$ cat config.mk
export PLATFORM = sky130hd
export DESIGN_NAME = dmdp_ctrl
export DESIGN_NICKNAME = d
export VERILOG_FILES = /design/src/hdl/assert_macros.svh /design/src/hdl/dmdp_pkg.sv /design/src/hdl/dmdp_ctrl.sv
export SDC_FILE = /design/constraint.sdc
export NUM_CORES = 1
export LEC_CHECK = 0
export ABC_AREA = 0
export BUFFER_PORTS_ARGS = -buffer_cell sky130_fd_sc_hd__buf_2
export CAP_MARGIN = 10
export CORE_MARGIN = 5
export CORE_UTILIZATION = 46
export DETAILED_ROUTE_END_ITERATION = 12
export GPL_ROUTABILITY_DRIVEN = 0
export GPL_TIMING_DRIVEN = 0
export PLACE_DENSITY = 0.84
export SYNTH_ARGS = -nofsm -noshare
export SYNTH_HDL_FRONTEND = slang
export SYNTH_SLANG_ARGS = --single-unit
export TNS_END_PERCENT = 5
$ cat constraint.sdc
create_clock -name clk -period 1.41 [get_ports clk]
set_input_delay 0.282 -clock clk [delete_from_list [all_inputs] [get_ports clk]]
set_output_delay 0.282 -clock clk [all_outputs]
set_load 0.02 [all_outputs]
$ cat src/hdl/assert_macros.svh
// assertion helpers for the rtl top level
`ifndef ASSERT_MACROS_SVH
`define ASSERT_MACROS_SVH

// same-cycle implication
`define ASSERT_IMPLIES(label, clk, rst, ante, cons, msg) \
  label: assert property (@(posedge clk) disable iff (rst) (ante) |-> (cons)) \
    else $error(msg);

// implication checked on the following cycle
`define ASSERT_NEXT(label, clk, rst, ante, cons, msg) \
  label: assert property (@(posedge clk) disable iff (rst) (ante) |=> (cons)) \
    else $error(msg);

`endif

$ cat src/hdl/dmdp_pkg.sv
`timescale 1ns / 1ps

package dmdp_pkg;

  localparam int COEF_W     = 30;
  localparam int RES_W      = 30;
  localparam int MOD_W      = 31;
  localparam int HIGH_W     = 64;
  localparam int DIV_W      = 64;
  localparam int STEP_CNT_W = $clog2(DIV_W);
  localparam int IN_DATA_W  = 96;
  localparam int OUT_DATA_W = 64;

  localparam logic [MOD_W-1:0]      MOD_MAX   = MOD_W'(1) << RES_W;
  localparam logic [MOD_W-1:0]      MOD_MIN   = MOD_W'(2);
  localparam logic [STEP_CNT_W-1:0] LAST_STEP = STEP_CNT_W'(DIV_W - 1);

  typedef enum logic [0:0] {
    REG_MODULUS       = 1'b0,
    REG_SPLIT_RESIDUE = 1'b1
  } cfg_reg_t;

  typedef enum logic [2:0] {
    ST_ACCUM,
    ST_DRAIN,
    ST_MOD_HIGH,
    ST_MUL,
    ST_LOAD_LOW,
    ST_MOD_LOW,
    ST_OUT
  } state_t;

  typedef struct packed {
    logic accept;
    logic mod_load_high;
    logic mod_load_low;
    logic mod_step;
    logic mul;
    logic out_load;
    logic acc_clear;
  } dmdp_cmd_t;

  typedef struct packed {
    logic pipe_busy;
  } dmdp_sts_t;

endpackage

$ cat src/hdl/dmdp_ctrl.sv
`timescale 1ns / 1ps

module dmdp_ctrl import dmdp_pkg::*; (
  input  logic      clk,
  input  logic      rst,
  input  logic      in_valid,
  input  logic      in_last,
  output logic      in_ready,
  output logic      out_valid,
  input  logic      out_ready,
  output dmdp_cmd_t cmd,
  input  dmdp_sts_t sts
);

  state_t                state;
  state_t                state_next;
  logic [STEP_CNT_W-1:0] step_cnt;
  logic [STEP_CNT_W-1:0] step_cnt_next;
  logic                  out_valid_next;

  always_ff @(posedge clk) begin
    if (rst) begin
      state     <= ST_ACCUM;
      step_cnt  <= '0;
      out_valid <= 1'b0;
    end else begin
      state     <= state_next;
      step_cnt  <= step_cnt_next;
      out_valid <= out_valid_next;
    end
  end

  always_comb begin
    state_next    = state;
    step_cnt_next = step_cnt;
    in_ready      = 1'b0;
    cmd           = '0;
    unique case (state)
      ST_ACCUM: begin
        in_ready = 1'b1;
        if (in_valid) begin
          cmd.accept = 1'b1;
          if (in_last) state_next = ST_DRAIN;
        end
      end
      ST_DRAIN: begin
        if (!sts.pipe_busy) begin
          cmd.mod_load_high = 1'b1;
          step_cnt_next     = '0;
          state_next        = ST_MOD_HIGH;
        end
      end
      ST_MOD_HIGH: begin
        cmd.mod_step  = 1'b1;
        step_cnt_next = step_cnt + STEP_CNT_W'(1);
        if (step_cnt == LAST_STEP) state_next = ST_MUL;
      end
      ST_MUL: begin
        cmd.mul    = 1'b1;
        state_next = ST_LOAD_LOW;
      end
      ST_LOAD_LOW: begin
        cmd.mod_load_low = 1'b1;
        step_cnt_next    = '0;
        state_next       = ST_MOD_LOW;
      end
      ST_MOD_LOW: begin
        cmd.mod_step  = 1'b1;
        step_cnt_next = step_cnt + STEP_CNT_W'(1);
        if (step_cnt == LAST_STEP) state_next = ST_OUT;
      end
      ST_OUT: begin
        // wait for the output register to free up
        if (!out_valid || out_ready) begin
          cmd.out_load  = 1'b1;
          cmd.acc_clear = 1'b1;
          state_next    = ST_ACCUM;
        end
      end
      default: state_next = ST_ACCUM;
    endcase
  end

  always_comb begin
    if (cmd.out_load) out_valid_next = 1'b1;
    else if (out_ready) out_valid_next = 1'b0;
    else out_valid_next = out_valid;
  end

endmodule

==> out/metrics.cfg <==
[route]
post_drt_wl_per_cell_um = 16.3
routed_wl_mm = 2.11
viasPerCell = 5.88
ant_nets = 0
drc = 0
vias = 758
first_iter_violations = 35
first_pass_iters = 4

[pwr]
p_leak_nw = 0.447
p_seq_frac = 0.385
p_per_area_nw_per_um2 = 729
clockPowerShare = 0.351
p_int_w = 0.000552
ir_drop_mv = 0.510
switching_share = 0.296
power_frac_comb = 0.263
switchingPower_w = 0.000232

[sta]
period_needed_ns = 1.54
rsz0062_at_grt = yes
holdWs_ns = 0.272
worst_pin_slew_ns = 0.408
setup_slack_ns = -0.130
max_freq_mhz = 649
setup_viol = 10
period_share = 1.09
slew_viol_final = 0
clock_skew_ns = 0.00586
hold_viol_final = 0
relSlewSlack = 0.721

[clock_network]
clockBufferDepth = 2
path_clk_slew_ns = 0.08
numCtsBuffers = 3
cts_root_buf = clkbuf_4
cts_max_level = 1
cts_tree = done
clock_sinks = 10
clk_latency_ns = 0.27

[finish]
layout.nets = 121
drive_above_1_share = 0.531
fin_cells = 129
antenna_cells = 0
syn_to_final_growth_pct = 53.8

[floorplan]
dieHeight_um = 49.0
initial_core_util = 0.475
die_area_um2 = 2400
ios = 15
rows = 14
core-area_um2 = 1470
dieWidth_um = 49.0

[synthesis]
syn_area_um2 = 699
yosys.cell_types.count = 37
yosysSeqAreaShare = 0.286
synth_warnings = 0
synth_edf_count = 0
synth-seq-cells = 10
synth.avg_cell_area_um2 = 8.43
dominantRegCellSynth = dfxtp_1
syn_nets = 90
synthArstFlopShare = 0
synth_cells = 83

[critical_path]
cp_max_fo = 6
crit_arrival_ns = 1.26
endpoint_kind = output pin
crit_path_start_kind = register
worst-setup-path-type = register to output pin
worstPathRequired_ns = 1.13

[grt]
antenna_found_initial = 0
grt_first_pass_wirelength_mm = 3.33
grt_pass1_vias = 723
grt_max_degree = 11
overflow = 0
track_usage = 0.172

[run]
drv_cap = 0

[min_path]
hold_class = primary input to register

[outcome]
failed_checks = setup timing
status = finished, violations left

[placement]
place_ws_ns = -0.169
io_buffers = 14
dp.cells = 113
hpwlAfterDp_mm = 1.08

[area by class of cell]
class	instances	area (um2)
Buffer	6	75.1
Clock buffer	4	36.3
Fill cell	99	395
Inverter	2	7.51
Multi-Input combinational cell	65	534
Sequential cell	10	214
Tap cell	16	20.0
Timing Repair Buffer	26	189
[path summary, 6_finish.rpt]
path	start	cells past startpoint	slack (ns)	endpoint
setup / recovery	state[2]	5	-0.13	cmd[0]
hold reg to reg	step_cnt[5]	2	0.48	step_cnt[5]
setup reg to reg	state[0]	6	-0.09	state[0]
hold / removal	rst	2	0.27	state[2]
[cell usage after synthesis (2+ instances only)]
cell | instances | share of area
a21oi_1 | 7 | 0.050
nand2b_1 | 4 | 0.036
o21ai_0 | 2 | 0.014
buf_2 | 3 | 0.021
o21ai_1 | 3 | 0.021
nand3_1 | 4 | 0.029
nor2b_1 | 2 | 0.018
and3_1 | 4 | 0.036
and4b_1 | 2 | 0.029
mux2i_1 | 2 | 0.029
nand3b_1 | 2 | 0.021
nor2_1 | 4 | 0.021
inv_1 | 2 | 0.011
a21o_1 | 2 | 0.021
buf_4 | 2 | 0.021
nor3_1 | 3 | 0.021
nand2_1 | 6 | 0.032
dfxtp_1 | 10 | 0.29
[through the flow]
stage	setup TNS, ns	util	instance area [um2]	total power (W)
6_report	-0.811	0.731	1080	0.000784
5_1_grt	-1.37	0.731	1080	0.000823
4_1_cts	-0.635	0.697	1030	0.000752
3_5_place_dp	-0.332	0.550	810	0.000448
3_3_place_gp	-0.295	0.550	810	0.000444
2_1_floorplan	-0.0671	-	719	0.000410
[placed cells by master (no fill, tap or decap), types with 2 or more instances in the layout]
| master | n |
|---|---|
| buf_4 | 16 |
| nand2_1 | 6 |
| nand3_1 | 4 |
| nor3_1 | 2 |
| nand2b_1 | 4 |
| buf_6 | 7 |
| o21ai_1 | 3 |
| a21o_1 | 2 |
| dfxtp_1 | 5 |
| a21oi_1 | 7 |
| buf_8 | 2 |
| mux2i_1 | 2 |
| clkbuf_4 | 3 |
| dfxtp_2 | 2 |
| and3_4 | 3 |
| nor2_1 | 3 |
| nand3b_1 | 2 |
| and4b_1 | 2 |
| buf_2 | 7 |
| dfxtp_4 | 3 |
| o21ai_0 | 2 |
| nor2b_4 | 2 |
[flip-flops by register name, summed over array words and instances (netlist names)]
| signal | flops |
|---|---|
| out_valid | 1 |
| state | 3 |
| step_cnt | 6 |
[timing repair]
item / in CTS / in global routing
pin swaps: 5 / 1
setup buffers: 10 / 2
setup endpoints to repair: 10 / 13
hold buffers: 0 / 0
gates resized for setup: 33 / 9
[power groups by stage]
| stage | combinational (W) | clock (W) | sequential [W] |
|---|---|---|---|
| floorplan | 0.000104 | 0 | 0.000306 |
| global placement | 0.000136 | 0 | 0.000308 |
| detailed placement | 0.000139 | 0 | 0.000309 |
| CTS | 0.000180 | 0.000268 | 0.000303 |
| global route | 0.000226 | 0.000293 | 0.000304 |
| finish | 0.000207 | 0.000276 | 0.000302 |
[critical path: stages (launching register included)]
cell and delay, ns:
dfxtp_2 0.33, buf_6 0.13, buf_8 0.13, and3_4 0.17, buf_6 0.11, buf_6 0.12
[metal layers]
layer,vias to the layer above,wire length (um),GRT usage
li1,364,-,-
met1,357,927,0.232
met2,30,1020,0.267
met3,7,100,0.0214
met4,0,54,0.0807
met5,-,0,0
[cell families after synthesis]
| kind of cell | count (synthesis) | share of synthesized area |
|---|---|---|
| AO/OA/AOI/OAI | 22 | 0.213 |
| adder cells (fa/ha/maj) | 1 | 0.0179 |
| buffers and inverters | 8 | 0.0698 |
| flip-flops | 10 | 0.286 |
| multiplexers | 3 | 0.0447 |
| AND/OR/NAND/NOR | 39 | 0.368 |
Power figures use the tool's default switching activity.
